**src/hdl/mpfe_pkg.sv**
```systemverilog
// Shared types and constants for the Manchester PWM frame encoder.
package mpfe_pkg;

  localparam int LEVEL_W     = 16;
  localparam int SEG_W       = 2;
  localparam int QUEUE_DEPTH = 2;
  localparam int CFG_IDX_W   = 2;

  localparam logic [SEG_W-1:0] SEG_IDLE    = 2'd0;
  localparam logic [SEG_W-1:0] SEG_HEADER  = 2'd1;
  localparam logic [SEG_W-1:0] SEG_DATA    = 2'd2;
  localparam logic [SEG_W-1:0] SEG_TRAILER = 2'd3;

  localparam logic OP_IDLE = 1'b0;
  localparam logic OP_BYTE = 1'b1;

  localparam logic [CFG_IDX_W-1:0] REG_HIGH_LEVEL = 2'd0;
  localparam logic [CFG_IDX_W-1:0] REG_LOW_LEVEL  = 2'd1;
  localparam logic [CFG_IDX_W-1:0] REG_FULL_LEVEL = 2'd2;

  localparam logic [LEVEL_W-1:0] HIGH_LEVEL_RESET = 16'd250;
  localparam logic [LEVEL_W-1:0] LOW_LEVEL_RESET  = 16'd5;
  localparam logic [LEVEL_W-1:0] FULL_LEVEL_RESET = 16'd255;

  // classified command handed from front to back
  typedef struct packed {
    logic [SEG_W-1:0] start_seg;
    logic [7:0]       data;
    logic             trailer;
  } cmd_t;

  typedef struct packed {
    logic [LEVEL_W-1:0] high_level;
    logic [LEVEL_W-1:0] low_level;
    logic [LEVEL_W-1:0] full_level;
  } levels_t;

endpackage

```
**src/hdl/manchester_pwm_frame_encoder.sv**
```systemverilog
// An accepted word is queued; its first value is registered when the back end pops it.
// One value per cycle while out_ready is high: a byte gives 16, plus SYNC_VALUES each
// for header (first_byte) and trailer (last_byte); an idle word gives IDLE_VALUES.
// A two-entry queue lets new words be taken while the sequencer works.
// Reset (rst, synchronous) empties the queue and output and loads levels 250, 5, 255.
module manchester_pwm_frame_encoder
  import mpfe_pkg::*;
#(
  parameter int SYNC_VALUES = 8,
  parameter int IDLE_VALUES = 16
) (
  input  logic                 clk,
  input  logic                 rst,
  input  logic                 cfg_en,
  input  logic [CFG_IDX_W-1:0] cfg_index,
  input  logic [LEVEL_W-1:0]   cfg_data,
  input  logic                 in_valid,
  output logic                 in_ready,
  input  logic                 op,
  input  logic [7:0]           data_byte,
  input  logic                 first_byte,
  input  logic                 last_byte,
  output logic                 out_valid,
  input  logic                 out_ready,
  output logic [LEVEL_W-1:0]   duty,
  output logic [SEG_W-1:0]     segment,
  output logic                 run_end
);

  levels_t levels;
  logic    q_push;
  logic    q_pop;
  logic    q_valid;
  logic    q_full;
  cmd_t    q_cmd;
  cmd_t    q_head;
  logic [$clog2(QUEUE_DEPTH+1)-1:0] q_count;

  always_ff @(posedge clk) begin
    if (rst) begin
      levels.high_level <= HIGH_LEVEL_RESET;
      levels.low_level  <= LOW_LEVEL_RESET;
      levels.full_level <= FULL_LEVEL_RESET;
    end else if (cfg_en) begin
      case (cfg_index)
        REG_HIGH_LEVEL: levels.high_level <= cfg_data;
        REG_LOW_LEVEL:  levels.low_level  <= cfg_data;
        REG_FULL_LEVEL: levels.full_level <= cfg_data;
        default:        levels            <= levels;
      endcase
    end
  end

  mpfe_front u_front (
    .in_valid   (in_valid),
    .in_ready   (in_ready),
    .op         (op),
    .data_byte  (data_byte),
    .first_byte (first_byte),
    .last_byte  (last_byte),
    .q_full     (q_full),
    .q_push     (q_push),
    .q_cmd      (q_cmd)
  );

  mpfe_queue u_queue (
    .clk      (clk),
    .rst      (rst),
    .push     (q_push),
    .push_cmd (q_cmd),
    .pop      (q_pop),
    .q_valid  (q_valid),
    .q_full   (q_full),
    .head     (q_head),
    .count    (q_count)
  );

  mpfe_back #(
    .SYNC_VALUES (SYNC_VALUES),
    .IDLE_VALUES (IDLE_VALUES)
  ) u_back (
    .clk       (clk),
    .rst       (rst),
    .levels    (levels),
    .q_valid   (q_valid),
    .head      (q_head),
    .pop       (q_pop),
    .out_valid (out_valid),
    .out_ready (out_ready),
    .duty      (duty),
    .segment   (segment),
    .run_end   (run_end)
  );

  a_queue_bound: assert property (@(posedge clk) disable iff (rst)
    q_count <= ($bits(q_count))'(QUEUE_DEPTH))
    else $error("queue count above depth");

  a_pop_nonempty: assert property (@(posedge clk) disable iff (rst)
    q_pop |-> q_valid)
    else $error("pop from empty queue");

  a_header_no_end: assert property (@(posedge clk) disable iff (rst)
    out_valid && segment == SEG_HEADER |-> !run_end)
    else $error("word ended inside header");

  a_header_then_header_or_data: assert property (@(posedge clk) disable iff (rst)
    out_valid && out_ready && segment == SEG_HEADER |=>
      !out_valid || segment == SEG_HEADER || segment == SEG_DATA)
    else $error("header not followed by header or data");

endmodule

```
**src/hdl/mpfe_front.sv**
```systemverilog
// Front end: accepts input words and classifies them into commands.
module mpfe_front
  import mpfe_pkg::*;
(
  input  logic       in_valid,
  output logic       in_ready,
  input  logic       op,
  input  logic [7:0] data_byte,
  input  logic       first_byte,
  input  logic       last_byte,
  input  logic       q_full,
  output logic       q_push,
  output cmd_t       q_cmd
);

  assign in_ready = !q_full;
  assign q_push   = in_valid && !q_full;

  always_comb begin
    q_cmd = '0;
    unique case (op)
      OP_IDLE: begin
        q_cmd.start_seg = SEG_IDLE;
      end
      OP_BYTE: begin
        q_cmd.start_seg = first_byte ? SEG_HEADER : SEG_DATA;
        q_cmd.data      = data_byte;
        q_cmd.trailer   = last_byte;
      end
      default: q_cmd = '0;
    endcase
  end

endmodule

```
**src/hdl/mpfe_queue.sv**
```systemverilog
// Short command queue between front and back.
module mpfe_queue
  import mpfe_pkg::*;
(
  input  logic clk,
  input  logic rst,
  input  logic push,
  input  cmd_t push_cmd,
  input  logic pop,
  output logic q_valid,
  output logic q_full,
  output cmd_t head,
  output logic [$clog2(QUEUE_DEPTH+1)-1:0] count
);

  localparam int PTR_W = $clog2(QUEUE_DEPTH);
  localparam int CNT_W = $clog2(QUEUE_DEPTH+1);

  cmd_t             mem [QUEUE_DEPTH];
  logic [PTR_W-1:0] wr_ptr;
  logic [PTR_W-1:0] rd_ptr;

  assign q_valid = count != '0;
  assign q_full  = count == CNT_W'(QUEUE_DEPTH);
  assign head    = mem[rd_ptr];

  always_ff @(posedge clk) begin
    if (push) begin
      mem[wr_ptr] <= push_cmd;
    end
  end

  always_ff @(posedge clk) begin
    if (rst) begin
      wr_ptr <= '0;
      rd_ptr <= '0;
      count  <= '0;
    end else begin
      if (push) begin
        wr_ptr <= (wr_ptr == PTR_W'(QUEUE_DEPTH-1)) ? '0 : wr_ptr + 1'b1;
      end
      if (pop) begin
        rd_ptr <= (rd_ptr == PTR_W'(QUEUE_DEPTH-1)) ? '0 : rd_ptr + 1'b1;
      end
      case ({push, pop})
        2'b10:   count <= count + 1'b1;
        2'b01:   count <= count - 1'b1;
        default: count <= count;
      endcase
    end
  end

endmodule

```
**src/hdl/mpfe_back.sv**
```systemverilog
// Back end: steps through header, data, trailer or idle values of one command.
module mpfe_back
  import mpfe_pkg::*;
#(
  parameter int SYNC_VALUES = 8,
  parameter int IDLE_VALUES = 16
) (
  input  logic               clk,
  input  logic               rst,
  input  levels_t            levels,
  input  logic               q_valid,
  input  cmd_t               head,
  output logic               pop,
  output logic               out_valid,
  input  logic               out_ready,
  output logic [LEVEL_W-1:0] duty,
  output logic [SEG_W-1:0]   segment,
  output logic               run_end
);

  localparam int MAX_LEN = (SYNC_VALUES > IDLE_VALUES) ?
                           ((SYNC_VALUES > 16) ? SYNC_VALUES : 16) :
                           ((IDLE_VALUES > 16) ? IDLE_VALUES : 16);
  localparam int CNT_W   = $clog2(MAX_LEN);

  logic             busy;
  cmd_t             cmd;
  logic [SEG_W-1:0] seg;
  logic [CNT_W-1:0] cnt;

  cmd_t             cur_cmd;
  logic [SEG_W-1:0] cur_seg;
  logic [CNT_W-1:0] cur_cnt;
  logic             load;
  logic             emit;
  logic             bit_val;
  logic             done;
  logic [LEVEL_W-1:0] val;
  logic [SEG_W-1:0] seg_next;
  logic [CNT_W-1:0] cnt_next;

  // when idle, the next value comes straight from the queue head
  assign cur_cmd = busy ? cmd : head;
  assign cur_seg = busy ? seg : head.start_seg;
  assign cur_cnt = busy ? cnt : '0;

  assign load = !out_valid || out_ready;
  assign emit = load && (busy || q_valid);
  assign pop  = emit && !busy;

  assign bit_val = cur_cmd.data[cur_cnt[3:1]];

  always_comb begin
    val      = levels.low_level;
    done     = 1'b0;
    seg_next = cur_seg;
    cnt_next = cur_cnt + 1'b1;
    unique case (cur_seg)
      SEG_IDLE: begin
        val  = cur_cnt[0] ? levels.low_level : levels.high_level;
        done = cur_cnt == CNT_W'(IDLE_VALUES-1);
      end
      SEG_HEADER: begin
        val = cur_cnt[0] ? levels.high_level : levels.low_level;
        if (cur_cnt == CNT_W'(SYNC_VALUES-1)) begin
          seg_next = SEG_DATA;
          cnt_next = '0;
        end
      end
      SEG_DATA: begin
        // one bit: (low, full); zero bit: (full, low)
        val = (cur_cnt[0] ^ bit_val) ? levels.low_level : levels.full_level;
        if (cur_cnt == CNT_W'(15)) begin
          if (cur_cmd.trailer) begin
            seg_next = SEG_TRAILER;
            cnt_next = '0;
          end else begin
            done = 1'b1;
          end
        end
      end
      SEG_TRAILER: begin
        val  = cur_cnt[0] ? levels.high_level : levels.low_level;
        done = cur_cnt == CNT_W'(SYNC_VALUES-1);
      end
      default: val = levels.low_level;
    endcase
  end

  always_ff @(posedge clk) begin
    if (rst) begin
      busy      <= 1'b0;
      out_valid <= 1'b0;
    end else begin
      if (emit) begin
        busy      <= !done;
        out_valid <= 1'b1;
      end else if (out_ready) begin
        out_valid <= 1'b0;
      end
    end
  end

  always_ff @(posedge clk) begin
    if (emit) begin
      cmd     <= cur_cmd;
      seg     <= seg_next;
      cnt     <= cnt_next;
      duty    <= val;
      segment <= cur_seg;
      run_end <= done;
    end
  end

endmodule
```
**config.mk**
```make
export PLATFORM = sky130hd
export DESIGN_NAME = manchester_pwm_frame_encoder
export DESIGN_NICKNAME = d
export VERILOG_FILES = /design/src/hdl/mpfe_pkg.sv /design/src/hdl/manchester_pwm_frame_encoder.sv /design/src/hdl/mpfe_front.sv /design/src/hdl/mpfe_queue.sv /design/src/hdl/mpfe_back.sv
export SDC_FILE = /design/constraint.sdc
export NUM_CORES = 1
export LEC_CHECK = 0
export BUFFER_PORTS_ARGS = -buffer_cell sky130_fd_sc_hd__buf_2
export CAP_MARGIN = 25
export CORE_ASPECT_RATIO = 0.5
export CORE_MARGIN = 1.5
export CORE_UTILIZATION = 35
export CTS_BUF_LIST = sky130_fd_sc_hd__clkbuf_16
export DETAILED_ROUTE_END_ITERATION = 6
export GPL_TIMING_DRIVEN = 1
export PLACE_DENSITY_LB_ADDON = 0.15
export SLEW_MARGIN = 20
export SYNTH_ARGS = -nofsm -noshare
export SYNTH_HDL_FRONTEND = slang
export SYNTH_SLANG_ARGS = --single-unit
```
**constraint.sdc**
```tcl
create_clock -name clk -period 3.3 [get_ports clk]
set_input_delay 0.99 -clock clk [delete_from_list [all_inputs] [get_ports clk]]
set_output_delay 0.99 -clock clk [all_outputs]
set_load 0.005 [all_outputs]
```
# After elaboration in Yosys (flattened, before gate mapping)
# Memories as Yosys holds them, arrays and structs flattened. A register that Yosys moved wholly into a read port is not among the register bits.
# Index checks and enable logic that the tools add are counted.
dict set report word_totals {
  inputBits 34
  wordCells 84
  ff_bits 88
  out_inout_bits 21
  n_memories 1
  ram_bits 22
}
dict set report op_classes {
  addsub 5
  bitwise_logic 2
  muxes 32
  n_reduce_logical 18
  n_eq_ne 10
  n_lt_le_gt_ge 1
}
# memory depth word_bits rd rd_clocked_by_memory_dff wr line
set mem_list {}
lappend mem_list {u_queue.mem 2 11 1 1 1 mpfe_queue.sv:19} ;# cmd_t mem [QUEUE_DEPTH];
# cell count
set ops {}
lappend ops {{16-bit 2-to-1 mux} 3}
lappend ops {{16-bit one-hot mux with 3 select lines} 1}
lappend ops {{9-bit 2-to-1 mux} 2}
lappend ops {{4-bit 2-to-1 mux} 4}
lappend ops {{2-bit one-hot mux with 2 select lines} 3}
lappend ops {{1-bit 2-to-1 mux} 11}
lappend ops {{2-bit equality test (second input constant)} 5}
lappend ops {{2-bit 2-to-1 mux} 5}
lappend ops {{4-bit one-hot mux with 2 select lines} 1}
lappend ops {{2-bit by 1-bit equality test with 1-bit output (second input constant)} 3}
lappend ops {{2-bit AND reduction} 3}
lappend ops {{2-bit nonzero test} 3}
lappend ops {{4-bit by 1-bit adder with 4-bit output (second input constant)} 1}
lappend ops {{4-bit by 3-bit equality test with 1-bit output (second input constant)} 1}
lappend ops {{4-bit equality test (second input constant)} 1}
lappend ops {{1-bit logical NOT} 4}
lappend ops {{2-bit logical NOT} 2}
lappend ops {{3-bit by 4-bit less-than comparator with 1-bit output (second input constant)} 1}
lappend ops {{1-bit binary-select mux with 3-bit select} 1}
lappend ops {{1-bit logical AND} 3}
lappend ops {{1-bit one-hot mux with 3 select lines} 1}
lappend ops {{1-bit adder (second input constant)} 2}
lappend ops {{2-bit by 1-bit adder with 2-bit output (second input constant)} 1}
lappend ops {{1-bit logical OR} 2}
lappend ops {{4 further kinds} 4}

# Depth between registers and ports, before layout
# Gate-level depths: netlist of run 1.
dict set report logic_depth {
  depth_word 6
  mapped_depth 12
  mapped_depth_nobuf 9
}

# Modules after synthesis
# Synthesis of run 1 repeated with hierarchy kept, for this count alone.
dict set report unflattened {
  cells_unflattened 570
  hier_area_um2 5689.2
}
# mod area_per_inst_um2 instances cells_each seq_area_each_um2
set by_module_without_submodules {}
lappend by_module_without_submodules {mpfe_back 2633.8 1 313 1061.0}
lappend by_module_without_submodules {manchester_pwm_frame_encoder 1968.1 1 187 960.9}
lappend by_module_without_submodules {mpfe_queue 997.2 1 56 760.7}
lappend by_module_without_submodules {mpfe_front 90.1 1 14 0.0}

# Worst setup path after synthesis of run 1
# OpenSTA, ideal clock, no wires.
dict set report synth_timing {
  kind {input -> register}
  start {input port out_ready}
  end {register u_back.busy}
  slack_ns 0.287
  cell_stages 4
  n_path_buf 0
  t_arrival_ns 2.942
  required_time_ns 3.230
  setup_time_ns 0.070
  cell_sequence {nor2b_1 -> nor2_1 -> o41ai_1 -> a21oi_1}
}
dict set report synth_between {
  elab_chain_len 2
}
# element line
set synth_rtl {}
lappend synth_rtl {{from (decl)} manchester_pwm_frame_encoder.sv:24} ;# input logic out_ready,
lappend synth_rtl {{1-bit logical OR} mpfe_back.sv:47} ;# assign load = !out_valid || out_ready;
lappend synth_rtl {{1-bit logical AND} mpfe_back.sv:48} ;# assign emit = load && (busy || q_valid);
lappend synth_rtl {{named net u_back.emit} mpfe_back.sv:35} ;# logic emit;
lappend synth_rtl {{to (signal assigned)} mpfe_back.sv:96} ;# busy <= !done;
lappend synth_rtl {{to (decl)} mpfe_back.sv:26} ;# logic busy;
# The timed path passes the listed nets, and every way through them passes these cells.
# A chain may end at the register's enable or synchronous reset.

# Worst setup path after layout of run 1
dict set report layout_timing {
  start {register u_back.busy}
  end {register u_back.duty[11], data pin}
}
dict set report layout_between {
  elab_cells_between_ends 15
  classes_between {eq/ne (3); mux (9); bitwise (1); reduce/logical (2)}
}
# element line
set layout_rtl {}
lappend layout_rtl {{2-bit 2-to-1 mux *} mpfe_back.sv:44} ;# assign cur_seg = busy ? seg : head.start_seg;
lappend layout_rtl {{named net u_back.cur_seg[0]} mpfe_back.sv:32} ;# logic [SEG_W-1:0] cur_seg;
lappend layout_rtl {{2-bit equality test / 2-bit by 1-bit equality test with 1-bit output (equally long branches)} mpfe_back.sv:58} ;# unique case (cur_seg)
lappend layout_rtl {{2-bit OR reduction (no source line)} --}
lappend layout_rtl {{16-bit one-hot mux with 3 select lines *} mpfe_back.sv:58}
lappend layout_rtl {{named net u_back.val[11]} mpfe_back.sv:38} ;# logic [LEVEL_W-1:0] val;
lappend layout_rtl {{to (signal assigned)} mpfe_back.sv:109} ;# duty <= val;
lappend layout_rtl {{to (decl)} mpfe_back.sv:16} ;# output logic [LEVEL_W-1:0] duty,
# The timed path passes the listed nets; every way through them passes the cells marked *. The select of a mux whose other input is x is not followed.

==> results.txt, run 1 <==
Yosys warnings -> 0
Final setup vio count -> 0
WL/cell -> 15.7 um
Leak -> 2.13 nW
Via Count -> 3300
Share of layout cells above drive strength 1 -> 0.185
Clock transition at path regs -> 70 ps
Pin count of the biggest net entering global routing -> 31
Post-route setup TNS -> 0 ps
Io pins -> 55
Peak VDD IR -> 0.410 mV
Depth of the CTS H-tree -> 3
PD cells -> 864 mW/mm^2
Number of synthesized register bits -> 111
Top cells by count, synth -> 112 x nand2_1, 56 x edfxtp_1, 55 x dfxtp_1
Height of the chip -> 85.6 um
Initial antenna violation count -> 0
Post-synthesis async set-or-reset flop share -> 0
Fin cells -> 673
Power, Total -> 0.00475 W
Vias in the first global route -> 3221
Number of inserted diodes -> 0
R2R Setup Slk -> 440 ps
Placed Cells -> 657
Final nets -> 539
CTS buffer count -> 9
Syn Inst Count -> 454
Final min period -> 2860 ps
Port bufs -> 54
WHS Path Cells -> 2
Crit path DAT -> 2960 ps
RSZ-0062 raised after global routing -> no
Post-CTS Setup Bufs -> 0
Hold buffer count at cts -> 0
DRT iter0 DRCs -> 169
GRT Total Usage -> 0.156
Count leader, synth -> nand2_1
Ys flop type -> edfxtp_1
Final hold viol count -> 0
Max-Cap Viols -> 0
Gr ovfl total -> 0
Critical-path maximum fanout -> 16
Relative slew slack -> 0.447
FP Rows -> 29
Tcrit/Tclk final -> 0.868
Synth unique cells -> 43
DR pass1 iterations -> 4
Routed WL -> 10.6 mm
Post-synth EDFFs -> 56
Slowest stage delay, CP -> 600 ps
Achievable Freq -> 349 MHz
Cell depth of the worst flop-to-flop path -> 7
PostCTS Resize Cnt -> 0
Gp weighted congestion -> 0.797
Crit path required time -> 3400 ps
Outcome -> finished, final reports clean
Pin slew with the least headroom to its limit -> 826 ps
First-pass GRT wire length -> 17.0 mm
Die area -> 0.0144 mm^2
Register area share after synthesis -> 0.583
Avg Vias per Cell -> 4.90
Bufs on Longest Clock Path -> 2
Synth top area share -> 0.352
Die Wd -> 168 um
Clk_skew -> 10.7 ps
CTS root buf -> clkbuf_16
DPL Wire Length -> 6.77 mm
Clock latency on the worst-skew pair -> 350 ps
Crit-path cells -> o21ai_0 -> inv_1 -> ha_1 -> and3_1 -> o2111ai_2 -> nand3_4 -> a221o_2
Critical setup path kind -> flip-flop to flip-flop
Place WS -> 461 ps
Starting density of the core -> 0.367
Sink Count -> 111
Routed Antenna Nets -> 0
Max-slew violations -> 0
Post-Syn Nets -> 495
Synth-to-layout area growth -> 15.3%
CP max-delay cell -> o21ai_0
CORE AREA -> 0.0130 mm^2
Main area contributors after synthesis -> edfxtp_1 35%, dfxtp_1 23%, nand2_1 8.8%
Syn_area_per_cell -> 10.5 um^2
Crit. End Element -> flip-flop
DRC Markers -> 0
Worst setup SP type -> flip-flop
CTS tree -> yes
Hold Path Class -> flip-flop to flip-flop
Synthesized cell area -> 0.00477 mm^2
Leading area contributor after synthesis -> edfxtp_1
Final worst slack -> 437 ps
==> state kept, by name, summed over array words and instances, names as in the netlist, 2 cells and up, named ones only <==
register and flops:
u_back.cmd 9, u_back.duty 16, u_back.seg 2, levels 48, u_queue.count 2, u_back.segment 2, u_queue.mem 22, u_back.cnt 4
==> cell families after synthesis <==
kind of cell	Yosys count	share of synthesized area
XOR/XNOR	6	0.0110
flip-flops	111	0.583
buffers and inverters	34	0.0325
adder cells (fa/ha/maj)	7	0.0184
AO/OA/AOI/OAI	81	0.116
multiplexers	15	0.0346
AND/OR/NAND/NOR	200	0.204
==> cell usage in the layout (no fill, tap or decap), types with 2 or more instances in the layout <==
master and n:
nand2_1 112, edfxtp_1 56, dfxtp_1 55, buf_2 54, a21oi_1 39, nor2b_1 21
nand3b_1 18, nor2_1 14, mux2i_1 12, o21ai_0 12, a221o_1 10, and2_1 10
clkbuf_16 10, inv_1 7, a221o_2 7, ha_1 7, buf_4 6, and3_1 5
nor3_1 4, xor2_1 4, nand3_1 3, mux2_4 3, and3b_1 3, nand2b_1 2
o21a_1 2, o211ai_1 2, xnor2_1 2, clkinv_4 2
==> power by group <==
group / internal (W) / total, W / leakage, nW / switching (W)
Clock: 0.000562 / 0.00106 / 0.149 / 0.000500
Combinational: 0.000642 / 0.00159 / 0.983 / 0.000947
Sequential: 0.00192 / 0.00210 / 0.997 / 0.000184
Total: 0.00312 / 0.00475 / 2.13 / 0.00163
==> worst max-delay path: cells and delay by family (launching register included) <==
| kind | cells | cell delay [ps] |
|---|---|---|
| buffers and inverters | 1 | 200 |
| AO/OA/AOI/OAI | 3 | 1170 |
| adder cells (fa/ha/maj) | 1 | 360 |
| AND/OR/NAND/NOR | 2 | 470 |
| flip-flops | 1 | 410 |
==> metrics by stage <==
stage | hold WS [ps] | cell area [um^2] | util
after floorplan | 429 | 4770 | -
after global placement | 439 | 5180 | 0.399
after detailed placement | 443 | 5210 | 0.401
after CTS | 453 | 5500 | 0.423
after global routing | 473 | 5500 | 0.423
final | 451 | 5500 | 0.423
==> final cells by class <==
class	instances	area, um^2
Tap cell	170	213
Multi-Input combinational cell	309	1850
Inverter	6	22.5
Timing Repair Buffer	61	343
Clock buffer	10	250
Clock inverter	6	42.5
Sequential cell	111	2780
Fill cell	1284	7490
==> final timing paths <==
kind                                        end   startpoint
worst max-delay path            u_back.duty[11]  u_back.busy
worst min-delay path                 levels[32]   levels[32]
worst min register to register       levels[32]   levels[32]
worst max register to register  u_back.duty[11]  u_back.busy
==> layer usage <==
metal / track usage / part of all wire / vias to the layer above
met5: 0 / 0 / -
met4: 0.0438 / 0.0098 / 0
met3: 0.0388 / 0.029 / 8
met2: 0.264 / 0.48 / 39
met1: 0.200 / 0.48 / 1578
li1: - / - / 1675
No activity file was read; power rests on OpenSTA's default activity.
==> run 2: changes to the inputs <==
Settings changed: BUFFER_PORTS_ARGS -buffer_cell sky130_fd_sc_hd__buf_2 to default, CAP_MARGIN 25 to default, DONT_BUFFER_PORTS from default to 1.
==> run 2 against run 1 <==
Compared with the run above:
- setup slack better by 1.2 ps
- cell area is 4.1% lower
- clock skew is 1.0 ps higher
- maximum frequency hardly changed
- count of clock-buffer cells in the layout is 1 lower
- global-route usage is 0.30 points higher
- wire length is 1.1% higher
- first-iteration DRC count is 8.9% higher
- total power is 1.2% higher
==> results.txt, run 2 (same netlist as run 1, synthesis figures left out) <==
Family with the most delay on the worst path -> compound AO/OA/AOI/OAI gates
RSZ-0062 raised after global routing -> no
Commonest non-fill, non-tap cell in the layout -> nand2_1
Critical setup path kind -> flip-flop to flip-flop
PostCTS Resize Cnt -> 0 (unchanged)
Routed Antenna Nets -> 0 (unchanged)
Bufs on Longest Clock Path -> 2 (unchanged)
Avg Vias per Cell -> 5.04 (+2.8%)
Final nets -> 484 (-10%)
Final core utilization -> 0.406 (-0.0173)
CTS tree -> yes
Final setup vio count -> 0 (unchanged)
DR pass1 iterations -> 4 (unchanged)
Height of the chip -> 85.6 um (unchanged)
Die Wd -> 168 um (unchanged)
WL/cell -> 17.3 um (+10%)
CP Buf/Inv Count -> 1 (unchanged)
Leak -> 1.93 nW (-9.4%)
Post-route setup TNS -> 0 ps (unchanged)
Port bufs -> 0 (-100%)
Gr ovfl total -> 0 (unchanged)
Die area -> 0.0144 mm^2 (unchanged)
Hold Path Class -> flip-flop to flip-flop
Crit path DAT -> 2950 ps (about the same)
First-pass GRT wire length -> 17.3 mm (+1.9%)
Clk_skew -> 11.7 ps (+1.01 ps)
Crit path required time -> 3390 ps (about the same)
Io pins -> 55 (unchanged)
Largest Register -> levels
CORE AREA -> 0.0130 mm^2 (unchanged)
Clock transition at path regs -> 70 ps (about the same)
Post-CTS Setup Bufs -> 0 (unchanged)
PD cells -> 912 mW/mm^2 (+5.5%)
FP Rows -> 29 (unchanged)
Achievable Freq -> 349 MHz (about the same)
Relative slew slack -> 0.408 (-0.0392)
Final min period -> 2860 ps (-1.20 ps)
Crit. End Element -> flip-flop
Max reg flops -> 48 (unchanged)
Gp weighted congestion -> 0.762 (-4.4%)
Outcome -> finished, final reports clean
Sink Count -> 111 (unchanged)
CP max-delay cell -> o21ai_0
Pin count of the biggest net entering global routing -> 56 (+81%)
Initial antenna violation count -> 0 (unchanged)
CTS buffer count -> 9 (unchanged)
Fin cells -> 618 (-8.2%)
Starting density of the core -> 0.367 (unchanged)
Number of inserted diodes -> 0 (unchanged)
Worst setup SP type -> flip-flop
Most frequent cells in the layout -> 112 x nand2_1, 56 x edfxtp_1, 55 x dfxtp_1
DRC Markers -> 0 (unchanged)
Hold buffer count at cts -> 0 (unchanged)
DPL Wire Length -> 6.61 mm (-2.3%)
Routed WL -> 10.7 mm (+1.1%)
Max-Cap Viols -> 0 (unchanged)
Max-slew violations -> 0 (unchanged)
Slowest stage delay, CP -> 630 ps (+30 ps)
Synth-to-layout area growth -> 10.5%
Vias in the first global route -> 3169 (-1.6%)
DRT iter0 DRCs -> 184 (+8.9%)
CTS root buf -> clkbuf_16
Share of layout cells above drive strength 1 -> 0.0871 (-0.0978)
Depth of the CTS H-tree -> 3 (unchanged)
GRT Total Usage -> 0.158 (+0.00296)
Peak VDD IR -> 0.296 mV (-28%)
Regs by FF count -> levels: 48 flops, u_queue.mem: 22 flops, u_back.duty: 16 flops
Placed Cells -> 601 (-8.5%)
Pin slew with the least headroom to its limit -> 885 ps (+58.6 ps)
Clock latency on the worst-skew pair -> 350 ps (about the same)
Via Count -> 3115 (-5.6%)
Crit-path cells -> o21ai_0 -> inv_1 -> ha_1 -> and3_1 -> o2111ai_2 -> nand3_4 -> a221o_2
Final hold viol count -> 0 (unchanged)
Critical-path maximum fanout -> 16 (unchanged)
Tcrit/Tclk final -> 0.867 (about the same)
run 2: worst paths after layout:
check              start  depth (start not counted)  slack [ps]               to
min           levels[41]                          2         450       levels[41]
max          u_back.busy                          7         440  u_back.duty[14]
min reg2reg   levels[41]                          2         450       levels[41]
max reg2reg  u_back.busy                          7         440  u_back.duty[14]
run 2: cell type report:
type | count | area [um^2]
fill | 1289 | 7720
sequential | 111 | 2780
inverter | 6 | 22.5
timing repair buffer | 6 | 65.1
multi-input combinational | 309 | 1850
clock inverter | 7 | 120
clock buffer | 9 | 225
tap | 170 | 213
run 2: stage by stage:
stage | setup slack [ps] | power, W | area (um^2) | hold slack (ps)
after CTS | 423 | 0.00482 | 5250 | 446
after floorplan | 287 | 0.00318 | 4770 | 429
after global routing | 212 | 0.00512 | 5270 | 468
final | 438 | 0.00481 | 5270 | 449
after global placement | 504 | 0.00356 | 4900 | 433
after detailed placement | 424 | 0.00358 | 4900 | 436
run 2: per-layer routing:
metal | vias up | wire (um) | global-route usage
li1 | 1562 | - | -
met1 | 1508 | 5040 | 0.202
met2 | 39 | 5130 | 0.269
met3 | 6 | 459 | 0.0485
met4 | 0 | 75 | 0.0317
met5 | - | 0 | 0
run 2: power breakdown:
group / switching, W / leakage [nW] / total (W) / internal [W]
Combinational: 0.000871 / 0.761 / 0.00142 / 0.000547
Sequential: 0.000224 / 0.997 / 0.00215 / 0.00192
Clock: 0.000498 / 0.171 / 0.00124 / 0.000745
run 2: worst register-to-register path: cells and delay by family (launching register included):
kind | cells | cell delay [ps]
fa+ha+maj | 1 | 360
simple gates | 2 | 460
compound gates | 3 | 1200
flops | 1 | 400
buf+inv | 1 | 190
==> run 3: changes to the inputs <==
Settings changed: ABC_AREA from default to 1.
==> run 3 against run 2 <==
Compared with the run above:
- highest routed layer unchanged
- largest power group is now combinational logic
- combinational power up 53%
- total power increased by 12%
- register-to-register slack improved by 150 ps
- setup slack better by 150 ps
- cell area up 9.9%
- critical endpoint is now u_back.duty[3]
- critical path depth is 4 higher
- die area is 11% higher
==> results.txt, run 3 <==
Post-CTS Setup Bufs -> 0 (unchanged)
Initial antenna violation count -> 0 (unchanged)
Max reg flops -> 48 (unchanged)
Most frequent cells in the layout -> 138 x nand2_1, 80 x inv_1, 64 x nand3_1
Starting density of the core -> 0.363 (-0.00424)
Placed Cells -> 819 (+36%)
CP max-delay cell -> dfxtp_1
Commonest non-fill, non-tap cell in the layout -> nand2_1
DRC Markers -> 0 (unchanged)
Die area -> 0.0160 mm^2 (+11%)
FP Rows -> 31 (+6.9%)
Power, Total -> 0.00537 W (+12%)
Routed Antenna Nets -> 0 (unchanged)
CTS root buf -> clkbuf_16
First-pass GRT wire length -> 20.6 mm (+19%)
Number of synthesized register bits -> 111 (unchanged)
Register area share after synthesis -> 0.523 (-0.0605)
Port bufs -> 0 (unchanged)
DPL Wire Length -> 8.25 mm (+25%)
Post-Syn Nets -> 683 (+38%)
Final nets -> 673 (+39%)
Number of inserted diodes -> 0 (unchanged)
Top cells by count, synth -> 138 x nand2_1, 80 x inv_1, 64 x nand3_1
GRT Total Usage -> 0.167 (+0.00840)
Pin count of the biggest net entering global routing -> 51 (-8.9%)
Peak VDD IR -> 0.310 mV (+4.7%)
Outcome -> finished, final reports clean
Crit path required time -> 3530 ps (+140 ps)
Tcrit/Tclk final -> 0.823 (-0.0440)
Final setup vio count -> 0 (unchanged)
Post-route cell area -> 0.00579 mm^2 (+9.9%)
Ys flop type -> edfxtp_1
Achievable Freq -> 368 MHz (+5.3%)
RSZ-0062 raised after global routing -> no
Syn_area_per_cell -> 8.29 um^2 (-21%)
Crit-path cells -> inv_2 -> o211ai_1 -> o21ai_0 -> inv_1 -> ha_1 -> inv_1 -> nand2_1 -> o211ai_1 -> nand2_1 -> nand2_1 -> nand2_1
Vias in the first global route -> 3848 (+21%)
Synth unique cells -> 29 (-33%)
Synthesized cell area -> 0.00532 mm^2 (+12%)
Worst setup SP type -> flip-flop
Synth-to-layout area growth -> 8.86%
Clock transition at path regs -> 80 ps (about the same)
Fin cells -> 835 (+35%)
Regs by FF count -> levels: 48 flops, u_queue.mem: 22 flops, u_back.duty: 16 flops
Post-route setup TNS -> 0 ps (unchanged)
R2R Setup Slk -> 580 ps (+150 ps)
Via Count -> 4111 (+32%)
WL/cell -> 15.4 um (-11%)
Sink Count -> 111 (unchanged)
CORE AREA -> 0.0147 mm^2 (+13%)
Io pins -> 55 (unchanged)
Bufs on Longest Clock Path -> 2 (unchanged)
Family with the most delay on the worst path -> simple AND/OR/NAND/NOR gates
Relative slew slack -> 0.508 (+0.0997)
Post-synth EDFFs -> 56 (unchanged)
Slowest stage delay, CP -> 550 ps (-80 ps)
Crit path DAT -> 2940 ps (about the same)
Avg Vias per Cell -> 4.92 (-2.3%)
Gr ovfl total -> 0 (unchanged)
Final min period -> 2720 ps (-145 ps)
Gp weighted congestion -> 0.789 (+3.5%)
Yosys warnings -> 0 (unchanged)
PD cells -> 927 mW/mm^2 (+1.6%)
Routed WL -> 12.8 mm (+20%)
Leading area contributor after synthesis -> edfxtp_1
Leak -> 2.57 nW (+33%)
Largest Register -> levels
DRT iter0 DRCs -> 262 (+42%)
Clk_skew -> 14.3 ps (+2.63 ps)
CTS buffer count -> 9 (unchanged)
Synth top area share -> 0.316 (-0.0365)
Hold buffer count at cts -> 0 (unchanged)
DR pass1 iterations -> 4 (unchanged)
Final hold viol count -> 0 (unchanged)
CTS tree -> yes
PostCTS Resize Cnt -> 0 (unchanged)
Clock latency on the worst-skew pair -> 350 ps (about the same)
Max-slew violations -> 0 (unchanged)
Height of the chip -> 90.2 um (+5.4%)
Crit. End Element -> flip-flop
Max-Cap Viols -> 0 (unchanged)
CP dominant cell by count -> nand2_1
Count leader, synth -> nand2_1
Depth of the CTS H-tree -> 3 (unchanged)
Post-synthesis async set-or-reset flop share -> 0 (unchanged)
Pin slew with the least headroom to its limit -> 736 ps (-149 ps)
Critical-path maximum fanout -> 16 (unchanged)
CP Buf/Inv Count -> 3 (+2)
Syn Inst Count -> 642 (+41%)
Placed Instance Area -> 0.00551 mm^2 (+12%)
Share of layout cells above drive strength 1 -> 0.0675 (-0.0195)
Die Wd -> 177 um (+5.5%)
Hold Path Class -> flip-flop to flip-flop
Critical setup path kind -> flip-flop to flip-flop
Main area contributors after synthesis -> edfxtp_1 32%, dfxtp_1 21%, nand2_1 9.7%
-- run 3: cell count changes in the layout (fill, tap and decap cells not counted), moves of 21 or more --
cell,change
nor2_1,+28
o21ai_0,+44
inv_1,+73
nand3_1,+61
o211ai_1,+26
nand2_1,+26
nor2b_1,-21
-- run 3: power breakdown --
group | switching, W | internal (W)
clock | 0.000540 | 0.000530
sequential | 0.000179 | 0.00196
combinational | 0.00152 | 0.000650
total | 0.00224 | 0.00313
-- run 3: path summary, 6_finish.rpt --
| check | from | cells past startpoint | endpoint |
|---|---|---|---|
| max | flip-flop | 11 | u_back.duty[3] |
| min | levels[11] | 2 | levels[11] |
| max reg2reg | flip-flop | 11 | u_back.duty[3] |
| min reg2reg | levels[11] | 2 | levels[11] |
-- run 3: cell type report --
type	instances	area, um^2
fillers	1499	8870
flip-flops and latches	111	2780
multi-input cells	413	2070
inverters	86	324
well taps	198	248
clock buffers	9	225
repair buffers	11	82.6
clock inverters	7	63.8
-- run 3: logic make-up after synthesis --
kind of cell / Yosys count / synth area share
and+or+nand+nor: 261 / 0.218
DFF: 111 / 0.523
xor gates and xnor gates: 2 / 0.00329
adders and majority gates: 7 / 0.0165
buffers and inverters: 118 / 0.0907
AOI/OAI and AO/OA: 143 / 0.148
-- run 3: metrics by stage --
stage	util	hold slack (ps)	setup WS (ps)
6_report	0.395	454	583
2_1_floorplan	-	430	274
5_1_grt	0.395	478	252
3_5_place_dp	0.375	448	590
4_1_cts	0.395	459	573
3_3_place_gp	0.375	443	643
-- run 3: tightest hold or removal path, cell delays in order, from the launching register on --
cell and delay, ps:
dfxtp_1 300, inv_1 60, a21oi_1 50
-- run 3: routing by layer --
| metal | track usage | vias up | share of wire |
|---|---|---|---|
| met3 | 0.0470 | 13 | 0.051 |
| met1 | 0.224 | 1906 | 0.48 |
| met4 | 0.0371 | 0 | 0.0099 |
| met5 | 0 | - | 0 |
| li1 | - | 2117 | - |
| met2 | 0.267 | 75 | 0.46 |
